===== config.mk =====
export PLATFORM = sky130hd
export DESIGN_NAME = sinpa_out
export DESIGN_NICKNAME = d
export VERILOG_FILES = /design/src/sine_polynomial_approx_macros.svh /design/src/sinpa_pkg.sv /design/src/sinpa_out.sv
export SDC_FILE = /design/constraint.sdc
export NUM_CORES = 2
export LEC_CHECK = 0
export BUFFER_PORTS_ARGS = -buffer_cell sky130_fd_sc_hd__buf_4
export CORE_ASPECT_RATIO = 1.2
export CORE_MARGIN = 2
export CORE_UTILIZATION = 55
export DETAILED_ROUTE_END_ITERATION = 12
export PLACE_DENSITY_LB_ADDON = 0.15
export SYNTH_ARGS = -nofsm -noshare
export SYNTH_HDL_FRONTEND = slang
export SYNTH_SLANG_ARGS = --single-unit

===== constraint.sdc =====
create_clock -name clk -period 14.3 [get_ports clk]
set_clock_uncertainty 0.15 [all_clocks]
set_input_delay 1.43 -clock clk [delete_from_list [all_inputs] [get_ports clk]]
set_output_delay 1.43 -clock clk [all_outputs]
set_load 0.005 [all_outputs]

===== src/sine_polynomial_approx_macros.svh =====
// ----------------------------------------------------------------------------
// sine polynomial approximation assertion macros
// Shared concurrent assertion forms, reset-qualified, reporting by $error.
// ----------------------------------------------------------------------------
`ifndef SINE_POLYNOMIAL_APPROX_MACROS_SVH
`define SINE_POLYNOMIAL_APPROX_MACROS_SVH

// same-cycle implication
`define SINPA_ASSERT(label, ck, rn, ante, cons, msg) \
  label: assert property (@(posedge ck) disable iff (!rn) (ante) |-> (cons)) \
    else $error(msg);

// next-cycle implication
`define SINPA_ASSERT_NEXT(label, ck, rn, ante, cons, msg) \
  label: assert property (@(posedge ck) disable iff (!rn) (ante) |=> (cons)) \
    else $error(msg);

`endif


===== src/sinpa_pkg.sv =====
// ----------------------------------------------------------------------------
// sinpa_pkg
// Constants and inter-stage types for the fixed-point sine evaluator.
// ----------------------------------------------------------------------------
`timescale 1ns / 1ps

package sinpa_pkg;

  localparam int ANGLE_W = 32;
  localparam int SINE_W  = 32;

  // reduced angle, unsigned Q56, always below two pi
  localparam int X_W   = 59;
  localparam int X30_W = 31;
  localparam int Z_W   = 32;
  localparam int T1_W  = 26;
  localparam int T2_W  = 30;
  localparam int T3_W  = 33;

  // quotient of (|angle| << 32) / two pi fits in this many bits
  localparam int REM_STEPS = 5;

  localparam logic [63:0] PI_Q56      = 64'h0324_3F6A_8885_A309;
  localparam logic [63:0] TWO_PI_Q56  = PI_Q56 << 1;
  localparam logic [63:0] HALF_PI_Q56 = PI_Q56 >> 1;

  localparam logic [X_W-1:0] PI_X      = PI_Q56[X_W-1:0];
  localparam logic [X_W-1:0] TWO_PI_X  = TWO_PI_Q56[X_W-1:0];
  localparam logic [X_W-1:0] HALF_PI_X = HALF_PI_Q56[X_W-1:0];
  localparam logic [X_W-1:0] TINY_X    = X_W'(64'd1 << 29);

  localparam logic [63:0] RND25 = 64'd1 << 25;
  localparam logic [63:0] RND29 = 64'd1 << 29;
  localparam logic [64:0] RND31 = 65'd1 << 31;

  localparam logic [63:0] C3_Q32  = 64'd715827883;
  localparam logic [63:0] C5_Q32  = 64'd35791394;
  localparam logic [63:0] C7_Q32  = 64'd852176;
  localparam logic [63:0] ONE_Q32 = 64'd1 << 32;

  localparam logic [T3_W-1:0] ONE_Q30 = T3_W'(64'd1 << 30);

  typedef struct packed {
    logic             neg;
    logic             tiny;
    logic [X30_W-1:0] x30;
  } red_t;

  typedef struct packed {
    logic             neg;
    logic             tiny;
    logic [X30_W-1:0] x30;
    logic [T3_W-1:0]  t3;
  } poly_t;

endpackage


===== src/sinpa_out.sv =====
// ----------------------------------------------------------------------------
// sinpa_out
// Final multiply by the angle, rounding to Q30, saturation, sign and the
// output register.
// ----------------------------------------------------------------------------
`timescale 1ns / 1ps

module sinpa_out import sinpa_pkg::*; (
  input  logic              clk,
  input  logic              rst_n,
  input  logic              up_valid,
  output logic              up_stall,
  input  poly_t             up_data,
  output logic              dn_valid,
  input  logic              dn_stall,
  output logic [SINE_W-1:0] dn_sine
);

  localparam int NST = 2;

  logic [NST-1:0]      v_r, v_nxt, en;
  logic [63:0]         pm_r;
  logic                neg_r, tiny_r;
  logic [X30_W-1:0]    x30_r;
  logic [64:0]         pm_rnd;
  logic [T3_W-1:0]     res, res_sat;
  logic [SINE_W-1:0]   sine_r, sine_nxt;

  always_comb begin
    en[NST-1] = !v_r[NST-1] || !dn_stall;
    for (int i = NST - 2; i >= 0; i--) begin
      en[i] = !v_r[i] || en[i+1];
    end
  end

  always_comb begin
    v_nxt[0] = en[0] ? up_valid : v_r[0];
    for (int i = 1; i < NST; i++) begin
      v_nxt[i] = en[i] ? v_r[i-1] : v_r[i];
    end
  end

  always_ff @(posedge clk) begin
    if (!rst_n) begin
      v_r <= '0;
    end else begin
      v_r <= v_nxt;
    end
  end

  // tiny angles bypass the polynomial
  always_comb begin
    pm_rnd   = {1'b0, pm_r} + RND31;
    res      = tiny_r ? T3_W'(x30_r) : pm_rnd[64:32];
    res_sat  = (res > ONE_Q30) ? ONE_Q30 : res;
    sine_nxt = neg_r ? (~res_sat[SINE_W-1:0] + 32'd1) : res_sat[SINE_W-1:0];
  end

  always_ff @(posedge clk) begin
    if (en[0]) begin
      pm_r   <= up_data.x30 * up_data.t3;
      neg_r  <= up_data.neg;
      tiny_r <= up_data.tiny;
      x30_r  <= up_data.x30;
    end
    if (en[1]) begin
      sine_r <= sine_nxt;
    end
  end

  assign up_stall = !en[0];
  assign dn_valid = v_r[NST-1];
  assign dn_sine  = sine_r;

endmodule


==> flow_metrics.tcl <==
set metrics [dict create \
    ant_nets 0 \
    n_fill_cell 6030 \
    postCtsHoldBufs 0 \
    drive_gt1_share_pct 3.806 \
    rsz0062_at_grt "false" \
    avgSynthCellArea_um2 9.255 \
    viasPerCell 5.611 \
    ys_seq_area_share_pct 7.962 \
    drt_wl_total_mm 100.8 \
    synth_cell_type_count 82 \
    gp_congestion 0.9076 \
    synth_cells 4048 \
    min_path_type "flop to flop" \
    max_slew.worst_pin.slew_ns 0.9686 \
    overflow 0 \
    start_util_pct 55.69 \
    clock-root-buffer "clkbuf_16" \
    end_kind "flop" \
    cts.repair_timing.setup_buffer_count 0 \
    setup-tns-final_ns 0 \
    cp_top_family "adder cells" \
    synth_nets 5268 \
    critical_path_cell_count 25 \
    grt_max_degree 68 \
    yosysWarnings 0 \
    die-area_um2 70230 \
    hpwl_mm 76.96 \
    clockBufferDepth 2 \
    numPortBuffers 103 \
    clkSinkCount 100 \
    crit_required_ns 14.25 \
    antenna_found_initial 0 \
    worstPathMaxFanout 34 \
    drv_cap 0 \
    synth-seq-cells 100 \
    core_um2 67270 \
    ys.flop_type "edfxtp_1" \
    final_area_um2 38790 \
    grt_pass1_vias 30042 \
    synth_commonest_cells "fa_1 (894), inv_1 (861), nand2_1 (650)" \
    max_freq_mhz 108.9 \
    grtUsageTotal_pct 29.96 \
    numCtsBuffers 9 \
    pin_count 104 \
    post-route-min-period_ns 9.184 \
    syn2layout_area_growth_pct 3.544 \
    cp_data_arrival_time_ns 9.13 \
    htreeDepth 3 \
    r2r_cells 13 \
    period_share_pct 64.22 \
    finalSetupViolations 0 \
    relSlewSlack_pct 35.42 \
    die_y_um 289.9 \
    drtPass1Iterations 5 \
    critical-path-slowest-cell "a2111oi_0" \
    dr_total_vias 27176 \
    synthTopCellsByArea "fa_1 (48%), inv_1 (8.6%), ha_1 (8.5%), edfxtp_1 (7.9%), and2_1 (7.6%)" \
    critPathKind "input pin to flop" \
    startpoint_type "input pin" \
    yosys.area.top_type "fa_1" \
    wl_per_cell_um 20.82 \
    die_w_um 242.3 \
    finalHoldViolations 0 \
    drc 0 \
    grt_pass1_wl_mm 163.5 \
    drt-initial-drc-count 1540 \
    status "finished clean" \
    r2r_setup_slack_ns 8.83 \
    dpl_cell_area_um2 38520 \
    cts-resized-gates 0 \
    maxSlewViolCount 0 \
    max_stage_delay_ns 0.68 \
    path_clk_slew_ns 0.07 \
    syn_area_um2 37460 \
    critPathMostFrequentCell "fa_1" \
    nNetsFinal 5156 \
    insertion_delay_ns 0.36 \
    yosysMostFrequentCell "fa_1" \
    synth_edf_count 98 \
    cp_num_buf_inv 5 \
    async_reset_ff_share_pct 0 \
    min_path_cells 2 \
    cts_tree "built" \
    num_rows 104 \
    synth_top_area_share_pct 47.77 \
]
-- cells by family after synthesis --
kind of cell | Yosys count | synth area share (%)
mux | 7 | 0.1937
fa+ha+maj | 1150 | 56.32
compound gates | 274 | 4.893
xor+xnor | 68 | 1.590
flops | 100 | 7.962
simple gates | 1354 | 17.98
buf+inv | 1095 | 11.06
-- layout by cell type, fill, tap and decap left out, drive strengths merged, types with 8 or more instances in the layout --
cell / n
xor2: 26
o21bai: 8
nand3: 32
nor2b: 10
a31oi: 11
nor3: 36
fa: 894
a21oi: 62
or3: 10
o21ai: 59
clkbuf: 11
xnor2: 42
nor2: 63
a21o: 42
buf: 107
nand2: 651
a211oi: 8
and2: 453
and3: 10
nand4: 31
ha: 256
nand2b: 11
nor4: 21
edfxtp: 98
inv: 865
o21a: 16
o31ai: 9
-- worst register-to-register path: cells and delay by family (launching register included) --
| family | cells | cell delay [ns] |
|---|---|---|
| compound gates | 5 | 1.73 |
| buf+inv | 3 | 1.45 |
| simple gates | 4 | 1.21 |
| fa+ha+maj | 1 | 0.40 |
| flops | 1 | 0.32 |
-- metal layers --
metal | vias to the layer above | GRT usage, % | wire, um
met4 | 0 | 10.73 | 3944
li1 | 11856 | - | -
met1 | 14246 | 37.27 | 38590
met5 | - | 0 | 0
met2 | 839 | 54.80 | 53600
met3 | 235 | 2.220 | 4679
-- registers in the layout, indices dropped and copies added (netlist names) --
| signal | count |
|---|---|
| dn_sine | 32 |
| neg_r | 1 |
| pm_r | 33 |
| tiny_r | 1 |
| v_r | 2 |
| x30_r | 31 |
-- path summary, 6_finish.rpt --
check | from | to
max reg2reg | tiny_r$_DFFE_PN_ | dn_sine[8]$_DFFE_PP_
min reg2reg | v_r[0]$_SDFFE_PN0N_ | v_r[1]$_SDFFE_PN0P_
max | up_data[38] | pm_r[57]$_DFFE_PN_
min | v_r[0]$_SDFFE_PN0N_ | v_r[1]$_SDFFE_PN0P_
-- final cells by class --
| cell class | instances | area, um2 | area share (%) |
|---|---|---|---|
| tap | 901 | 1127 | 2.906 |
| antenna | 1 | 2.502 | 0.006451 |
| inverter | 865 | 3247 | 8.370 |
| clock inverter | 5 | 38.79 | 0.09999 |
| multi-input combinational | 2853 | 30360 | 78.26 |
| clock buffer | 11 | 232.7 | 0.5999 |
| sequential | 100 | 2983 | 7.690 |
| timing repair buffer | 107 | 803.3 | 2.071 |
-- stage by stage --
step / cells / utilization (%) / hold slack, ns / setup slack, ns
final: 4843 / 57.66 / 0.3930 / 5.116
after CTS: 4842 / 57.66 / 0.3920 / 5.114
after detailed placement: 4826 / 57.25 / 0.3877 / 4.773
after global placement: 4826 / 57.25 / 0.3744 / 4.826
after global routing: 4842 / 57.66 / 0.4313 / 4.726
after floorplan: 4048 / - / 0.3090 / 5.597
Power is left out: the tool's default activity adds up to more than one toggle a clock period on the data nets, which glitch-free logic cannot reach.
