$ cat config.mk
export PLATFORM = sky130hd
export DESIGN_NAME = sinpa_reduce
export DESIGN_NICKNAME = d
export VERILOG_FILES = /design/src/sinpa_pkg.sv /design/src/sinpa_reduce.sv
export VERILOG_INCLUDE_DIRS = /design/src /design/src/src
export SDC_FILE = /design/constraint.sdc
export NUM_CORES = 1
export LEC_CHECK = 0
export ABC_CLOCK_PERIOD_IN_PS = 6200
export BUFFER_PORTS_ARGS = -buffer_cell sky130_fd_sc_hd__buf_4
export CORE_UTILIZATION = 63
export DETAILED_ROUTE_END_ITERATION = 10
export MAX_ROUTING_LAYER = met4
export PLACE_DENSITY = 0.8
export SYNTH_ARGS = -nofsm -noshare
export SYNTH_HDL_FRONTEND = slang
export SYNTH_SLANG_ARGS = --single-unit
$ cat constraint.sdc
create_clock -name clk -period 6.2 [get_ports clk]
set_clock_uncertainty 0.1 [all_clocks]
set_input_delay 1.24 -clock clk [delete_from_list [all_inputs] [get_ports clk]]
set_output_delay 1.24 -clock clk [all_outputs]
set_load 0.01 [all_outputs]
$ cat src/sine_polynomial_approx_macros.svh
// ----------------------------------------------------------------------------
// sine polynomial approximation assertion macros
// Shared concurrent assertion forms, reset-qualified, reporting by $error.
// ----------------------------------------------------------------------------
`ifndef SINE_POLYNOMIAL_APPROX_MACROS_SVH
`define SINE_POLYNOMIAL_APPROX_MACROS_SVH

// same-cycle implication
`define SINPA_ASSERT(label, ck, rn, ante, cons, msg) \
  label: assert property (@(posedge ck) disable iff (!rn) (ante) |-> (cons)) \
    else $error(msg);

// next-cycle implication
`define SINPA_ASSERT_NEXT(label, ck, rn, ante, cons, msg) \
  label: assert property (@(posedge ck) disable iff (!rn) (ante) |=> (cons)) \
    else $error(msg);

`endif

$ cat src/sinpa_pkg.sv
// ----------------------------------------------------------------------------
// sinpa_pkg
// Constants and inter-stage types for the fixed-point sine evaluator.
// ----------------------------------------------------------------------------
`timescale 1ns / 1ps

package sinpa_pkg;

  localparam int ANGLE_W = 32;
  localparam int SINE_W  = 32;

  // reduced angle, unsigned Q56, always below two pi
  localparam int X_W   = 59;
  localparam int X30_W = 31;
  localparam int Z_W   = 32;
  localparam int T1_W  = 26;
  localparam int T2_W  = 30;
  localparam int T3_W  = 33;

  // quotient of (|angle| << 32) / two pi fits in this many bits
  localparam int REM_STEPS = 5;

  localparam logic [63:0] PI_Q56      = 64'h0324_3F6A_8885_A309;
  localparam logic [63:0] TWO_PI_Q56  = PI_Q56 << 1;
  localparam logic [63:0] HALF_PI_Q56 = PI_Q56 >> 1;

  localparam logic [X_W-1:0] PI_X      = PI_Q56[X_W-1:0];
  localparam logic [X_W-1:0] TWO_PI_X  = TWO_PI_Q56[X_W-1:0];
  localparam logic [X_W-1:0] HALF_PI_X = HALF_PI_Q56[X_W-1:0];
  localparam logic [X_W-1:0] TINY_X    = X_W'(64'd1 << 29);

  localparam logic [63:0] RND25 = 64'd1 << 25;
  localparam logic [63:0] RND29 = 64'd1 << 29;
  localparam logic [64:0] RND31 = 65'd1 << 31;

  localparam logic [63:0] C3_Q32  = 64'd715827883;
  localparam logic [63:0] C5_Q32  = 64'd35791394;
  localparam logic [63:0] C7_Q32  = 64'd852176;
  localparam logic [63:0] ONE_Q32 = 64'd1 << 32;

  localparam logic [T3_W-1:0] ONE_Q30 = T3_W'(64'd1 << 30);

  typedef struct packed {
    logic             neg;
    logic             tiny;
    logic [X30_W-1:0] x30;
  } red_t;

  typedef struct packed {
    logic             neg;
    logic             tiny;
    logic [X30_W-1:0] x30;
    logic [T3_W-1:0]  t3;
  } poly_t;

endpackage

$ cat src/sinpa_reduce.sv
// ----------------------------------------------------------------------------
// sinpa_reduce
// Range reduction: modulo two pi by restoring steps, sign fix, fold to
// [0, pi/2], rounding to Q30 and small-angle detect.
// ----------------------------------------------------------------------------
`timescale 1ns / 1ps
`include "sine_polynomial_approx_macros.svh"

module sinpa_reduce import sinpa_pkg::*; (
  input  logic               clk,
  input  logic               rst_n,
  input  logic               up_valid,
  output logic               up_stall,
  input  logic [ANGLE_W-1:0] up_angle,
  output logic               dn_valid,
  input  logic               dn_stall,
  output red_t               dn_data
);

  localparam int ST_FIX  = REM_STEPS;
  localparam int ST_PI   = REM_STEPS + 1;
  localparam int ST_HALF = REM_STEPS + 2;
  localparam int ST_RND  = REM_STEPS + 3;
  localparam int NST     = REM_STEPS + 4;

  logic [NST-1:0] v_r, v_nxt, en;

  logic [63:0]    rem_r [REM_STEPS];
  logic           nin_r [REM_STEPS];
  logic [31:0]    mag;

  logic [X_W-1:0] fix_r, fix_nxt, rem_x;
  logic [X_W-1:0] pi_r, pi_nxt;
  logic           negp_r;
  logic [X_W-1:0] half_r, half_nxt;
  logic           negh_r;
  logic [X_W:0]   x_rnd;
  red_t           red_r, red_nxt;

  // per-stage enable: a stage moves when empty or when the next one moves
  always_comb begin
    en[NST-1] = !v_r[NST-1] || !dn_stall;
    for (int i = NST - 2; i >= 0; i--) begin
      en[i] = !v_r[i] || en[i+1];
    end
  end

  always_comb begin
    v_nxt[0] = en[0] ? up_valid : v_r[0];
    for (int i = 1; i < NST; i++) begin
      v_nxt[i] = en[i] ? v_r[i-1] : v_r[i];
    end
  end

  always_ff @(posedge clk) begin
    if (!rst_n) begin
      v_r <= '0;
    end else begin
      v_r <= v_nxt;
    end
  end

  assign mag = up_angle[ANGLE_W-1] ? (~up_angle + 32'd1) : up_angle;

  // one quotient bit per stage, largest multiple first
  for (genvar i = 0; i < REM_STEPS; i++) begin : g_rem
    localparam logic [63:0] STEP_C = TWO_PI_Q56 << (REM_STEPS - 1 - i);
    logic [63:0] rem_in;
    logic        nin_in;
    if (i == 0) begin : g_first
      assign rem_in = {mag, 32'd0};
      assign nin_in = up_angle[ANGLE_W-1];
    end else begin : g_next
      assign rem_in = rem_r[i-1];
      assign nin_in = nin_r[i-1];
    end
    always_ff @(posedge clk) begin
      if (en[i]) begin
        rem_r[i] <= (rem_in >= STEP_C) ? (rem_in - STEP_C) : rem_in;
        nin_r[i] <= nin_in;
      end
    end
  end

  assign rem_x = rem_r[REM_STEPS-1][X_W-1:0];

  always_comb begin
    fix_nxt = rem_x;
    if (nin_r[REM_STEPS-1] && (rem_x != '0)) begin
      fix_nxt = TWO_PI_X - rem_x;
    end
  end

  // exactly pi stays in the lower half
  assign pi_nxt   = (fix_r > PI_X) ? (fix_r - PI_X) : fix_r;
  assign half_nxt = (pi_r > HALF_PI_X) ? (PI_X - pi_r) : pi_r;

  always_comb begin
    x_rnd        = {1'b0, half_r} + (X_W+1)'(RND25);
    red_nxt.neg  = negh_r;
    red_nxt.tiny = half_r < TINY_X;
    red_nxt.x30  = x_rnd[X30_W+25:26];
  end

  always_ff @(posedge clk) begin
    if (en[ST_FIX]) begin
      fix_r <= fix_nxt;
    end
    if (en[ST_PI]) begin
      pi_r   <= pi_nxt;
      negp_r <= fix_r > PI_X;
    end
    if (en[ST_HALF]) begin
      half_r <= half_nxt;
      negh_r <= negp_r;
    end
    if (en[ST_RND]) begin
      red_r <= red_nxt;
    end
  end

  assign up_stall = !en[0];
  assign dn_valid = v_r[NST-1];
  assign dn_data  = red_r;

  `SINPA_ASSERT(a_rem_below_two_pi, clk, rst_n, v_r[REM_STEPS-1], rem_r[REM_STEPS-1] < TWO_PI_Q56, "remainder not below two pi")
  `SINPA_ASSERT(a_fold_quadrant, clk, rst_n, v_r[ST_HALF], half_r <= HALF_PI_X, "folded angle above pi/2")
  `SINPA_ASSERT_NEXT(a_take_item, clk, rst_n, up_valid && !up_stall, v_r[0], "accepted item lost at entry")

endmodule

==> metrics <==
result of the run finished, final reports clean; number of distinct library cells after synthesis 89; total of max-cap violations 0; clock edge transition at the registers on the reported setup and hold paths 60 ps; Metal-1 WL 20,100 µm; register bit total from synthesis 458; critical path's slowest cell sky130_fd_sc_hd__or4_1; worst setup timing slack at the placement stage 1094 ps; setup repair after global routing missed its margin false; area growth from synthesis to final layout 10.11%; sequential element share of the synthesized area 0.5382; maximum cell stage delay along the critical path 570 ps; net count of the mapped netlist 2,399; Top Family by Delay on Critical Path simple AND/OR/NAND/NOR gates; fraction of final layout cells sized beyond drive strength 1 0.08157; GR Overflow Total 0; number of global-route vias before repair 17.61k; # resized after CTS 0; post-route cell area 27,950 µm²; area enclosed by the die boundary 41,100 µm²; Bufs and invs on worst path 3; async set or reset register ratio after synthesis 0; routed len/inst 17.34 µm; Post CTS Setup Buffer Count 0; category of the worst setup path launch point input pin; crit path cell chain buf_4 -> inv_1 -> ha_1 -> nor3b_1 -> nand4_1 -> or4_1 -> o41ai_1 -> xor2_1 -> or2_2 -> a311oi_2 -> buf_4 -> o21ai_0 -> xor2_1; row count 73; CTS hold repair buffers 0; ratio of routed vias to standard cells 5.989; transition time at the pin with the least slew margin 1091 ps; Final Hold Fails 0; CTS tree built; leading cell type in the layout, fill and taps excluded sky130_fd_sc_hd__edfxtp_1; die width 202.7 µm; summed instance area of the synthesized netlist 25,380 µm²; final setup violating endpoints 0; f_max 216.8 MHz; worst path arrival time 4810 ps; Synth Warn # 0; fin nets 2,463; total I/O pin count 71; time the worst path needs with I/O delays and setup 4612 ps; H-tree lvl count 2; DP Cell Count 2,890; Die Ht 202.7 µm; half-perimeter wire length of the detailed placement result 39,030 µm; Total Wirelength 51,640 µm; cell chosen for the clock root sky130_fd_sc_hd__clkbuf_16; number of antenna violations at the first check in global routing 0; detailed-route via count 17.83k; wire length on met2 27,490 µm; FF+latch area 13,660 µm²; path category of the worst min-delay check reg -> reg; worst setup path category in -> reg; capturing element type of the critical path flop; global-route wire length before repair 84,740 µm; number of standard cells in the final layout excluding fillers 2,977; total inserted antenna cells 0; Routability Congestion 0.9333; number of buffers created by CTS 48; Core Region 39,730 µm²; initial core utilization 0.6389; final setup margin 1588 ps; combined area of the multi-input logic cells 11,200 µm²; pin count of the biggest net entering global routing 65; met3 wire len 2096 µm; Total Negative Setup Slacks 0 ps; Cell Pwr Density 543.0 nW/µm²; final worst-path cycle share 0.7439; commonest cells after routing, fill and taps aside 449 x sky130_fd_sc_hd__edfxtp_1, 253 x sky130_fd_sc_hd__xnor2_1, 228 x sky130_fd_sc_hd__nand2_1; placed instance area 26,410 µm²; Slew Limit Headroom 0.2662; clock sink total 458; Layout Utilization 0.7035; worst ir drop on vdd 0.2706 mV; drt drc 0; clock latency on the worst-skew pair 580 ps; maximum buffer depth of the clock tree 3; overall fraction of global-route tracks in use 0.2627; static leakage 10.19 nW; Syn Area/Cell 10.80 µm²; Cells after Synth 2,351; Final Max Tran Viols 0; crit path max fanout 17; Post-DRT Antenna Nets 0; initial detailed-routing violation count 1,146; number of enable flip-flop cells after synthesis 449; PortBufs 70; detailed-routing iteration count for the pre-antenna-repair pass 6; fillcell total 2,798; top routing layer in use met4; Worst Path Required 6400 ps; Synth Flop Type sky130_fd_sc_hd__edfxtp_1
## cell usage after synthesis (26+ instances only)
cell | instances | area (µm²)
sky130_fd_sc_hd__a21o_1 | 33 | 247.7
sky130_fd_sc_hd__a21oi_1 | 119 | 595.6
sky130_fd_sc_hd__clkbuf_1 | 55 | 206.5
sky130_fd_sc_hd__edfxtp_1 | 449 | 13480
sky130_fd_sc_hd__inv_1 | 62 | 232.7
sky130_fd_sc_hd__nand2_1 | 231 | 867.1
sky130_fd_sc_hd__nand3_1 | 67 | 335.3
sky130_fd_sc_hd__nand4_1 | 27 | 168.9
sky130_fd_sc_hd__nor2_1 | 194 | 728.2
sky130_fd_sc_hd__nor3_1 | 67 | 335.3
sky130_fd_sc_hd__nor4_1 | 49 | 306.5
sky130_fd_sc_hd__o21a_1 | 41 | 307.8
sky130_fd_sc_hd__o21ai_0 | 112 | 560.5
sky130_fd_sc_hd__o31ai_1 | 26 | 195.2
sky130_fd_sc_hd__or3_1 | 36 | 225.2
sky130_fd_sc_hd__xnor2_1 | 253 | 2216
sky130_fd_sc_hd__xor2_1 | 159 | 1393
## worst reg2reg max path: cells and delay by family, from the launching register on
kind,cells,cell delay (ps)
AOI/OAI and AO/OA,5,1820
xor gates and xnor gates,1,160
and+or+nand+nor,3,1460
DFF,1,420
## metal layers
metal,vias to the layer above,GRT usage
met5,-,-
met4,0,0.1168
met1,8462,0.2787
met2,476,0.4832
li1,8761,-
met3,130,0.03708
## logic make-up (layout without fill, tap and decap cells)
family | count (synthesis) | after routing | synth area share
flops | 458 | 458 | 0.5382
xor+xnor | 412 | 412 | 0.1422
compound gates | 483 | 483 | 0.1241
fa+ha+maj | 12 | 12 | 0.005915
simple gates | 842 | 842 | 0.1654
mux | 7 | 7 | 0.002908
buf+inv | 137 | 238 | 0.02129
## stage by stage
stage                     power [mW]  hold WS [ps]
after floorplan                10.82         300.3
after global placement         12.04         307.1
after detailed placement       12.35         308.8
after CTS                      15.20         323.1
after global routing           16.14         335.5
final                          15.18         325.9
## path summary, 6_finish.rpt
kind,from,to,depth (start not counted),slack [ps]
max,up_angle[0],rem_r[0][42],13,1590
min,negp_r,negh_r,0,330
max reg2reg,rem_r[0][264],fix_r[57],9,1980
min reg2reg,negp_r,negh_r,0,330
## where the power goes
group	total, mW	switching, mW	internal, mW	leakage (nW)
registers	7.17	1.55	5.62	4.85
clock network	2.79	1.13	1.66	0.757
logic	5.22	2.78	2.44	4.58
total	15.2	5.46	9.72	10.2
## layout make-up
type	instances	share of cell area
sequential	458	0.4888
multi-input combinational	1756	0.4005
clock buffer	65	0.04745
timing repair buffer	88	0.02363
tap	525	0.02350
inverter	63	0.008460
clock inverter	22	0.007610
## sequential cells by signal, summed over array words and instances, names as in the netlist
name     cells
nin_r        5
rem_r      258
negp_r       1
negh_r       1
pi_r        59
v_r          9
fix_r       58
half_r      34
dn_data     33
(Power assumes the default switching activity.)
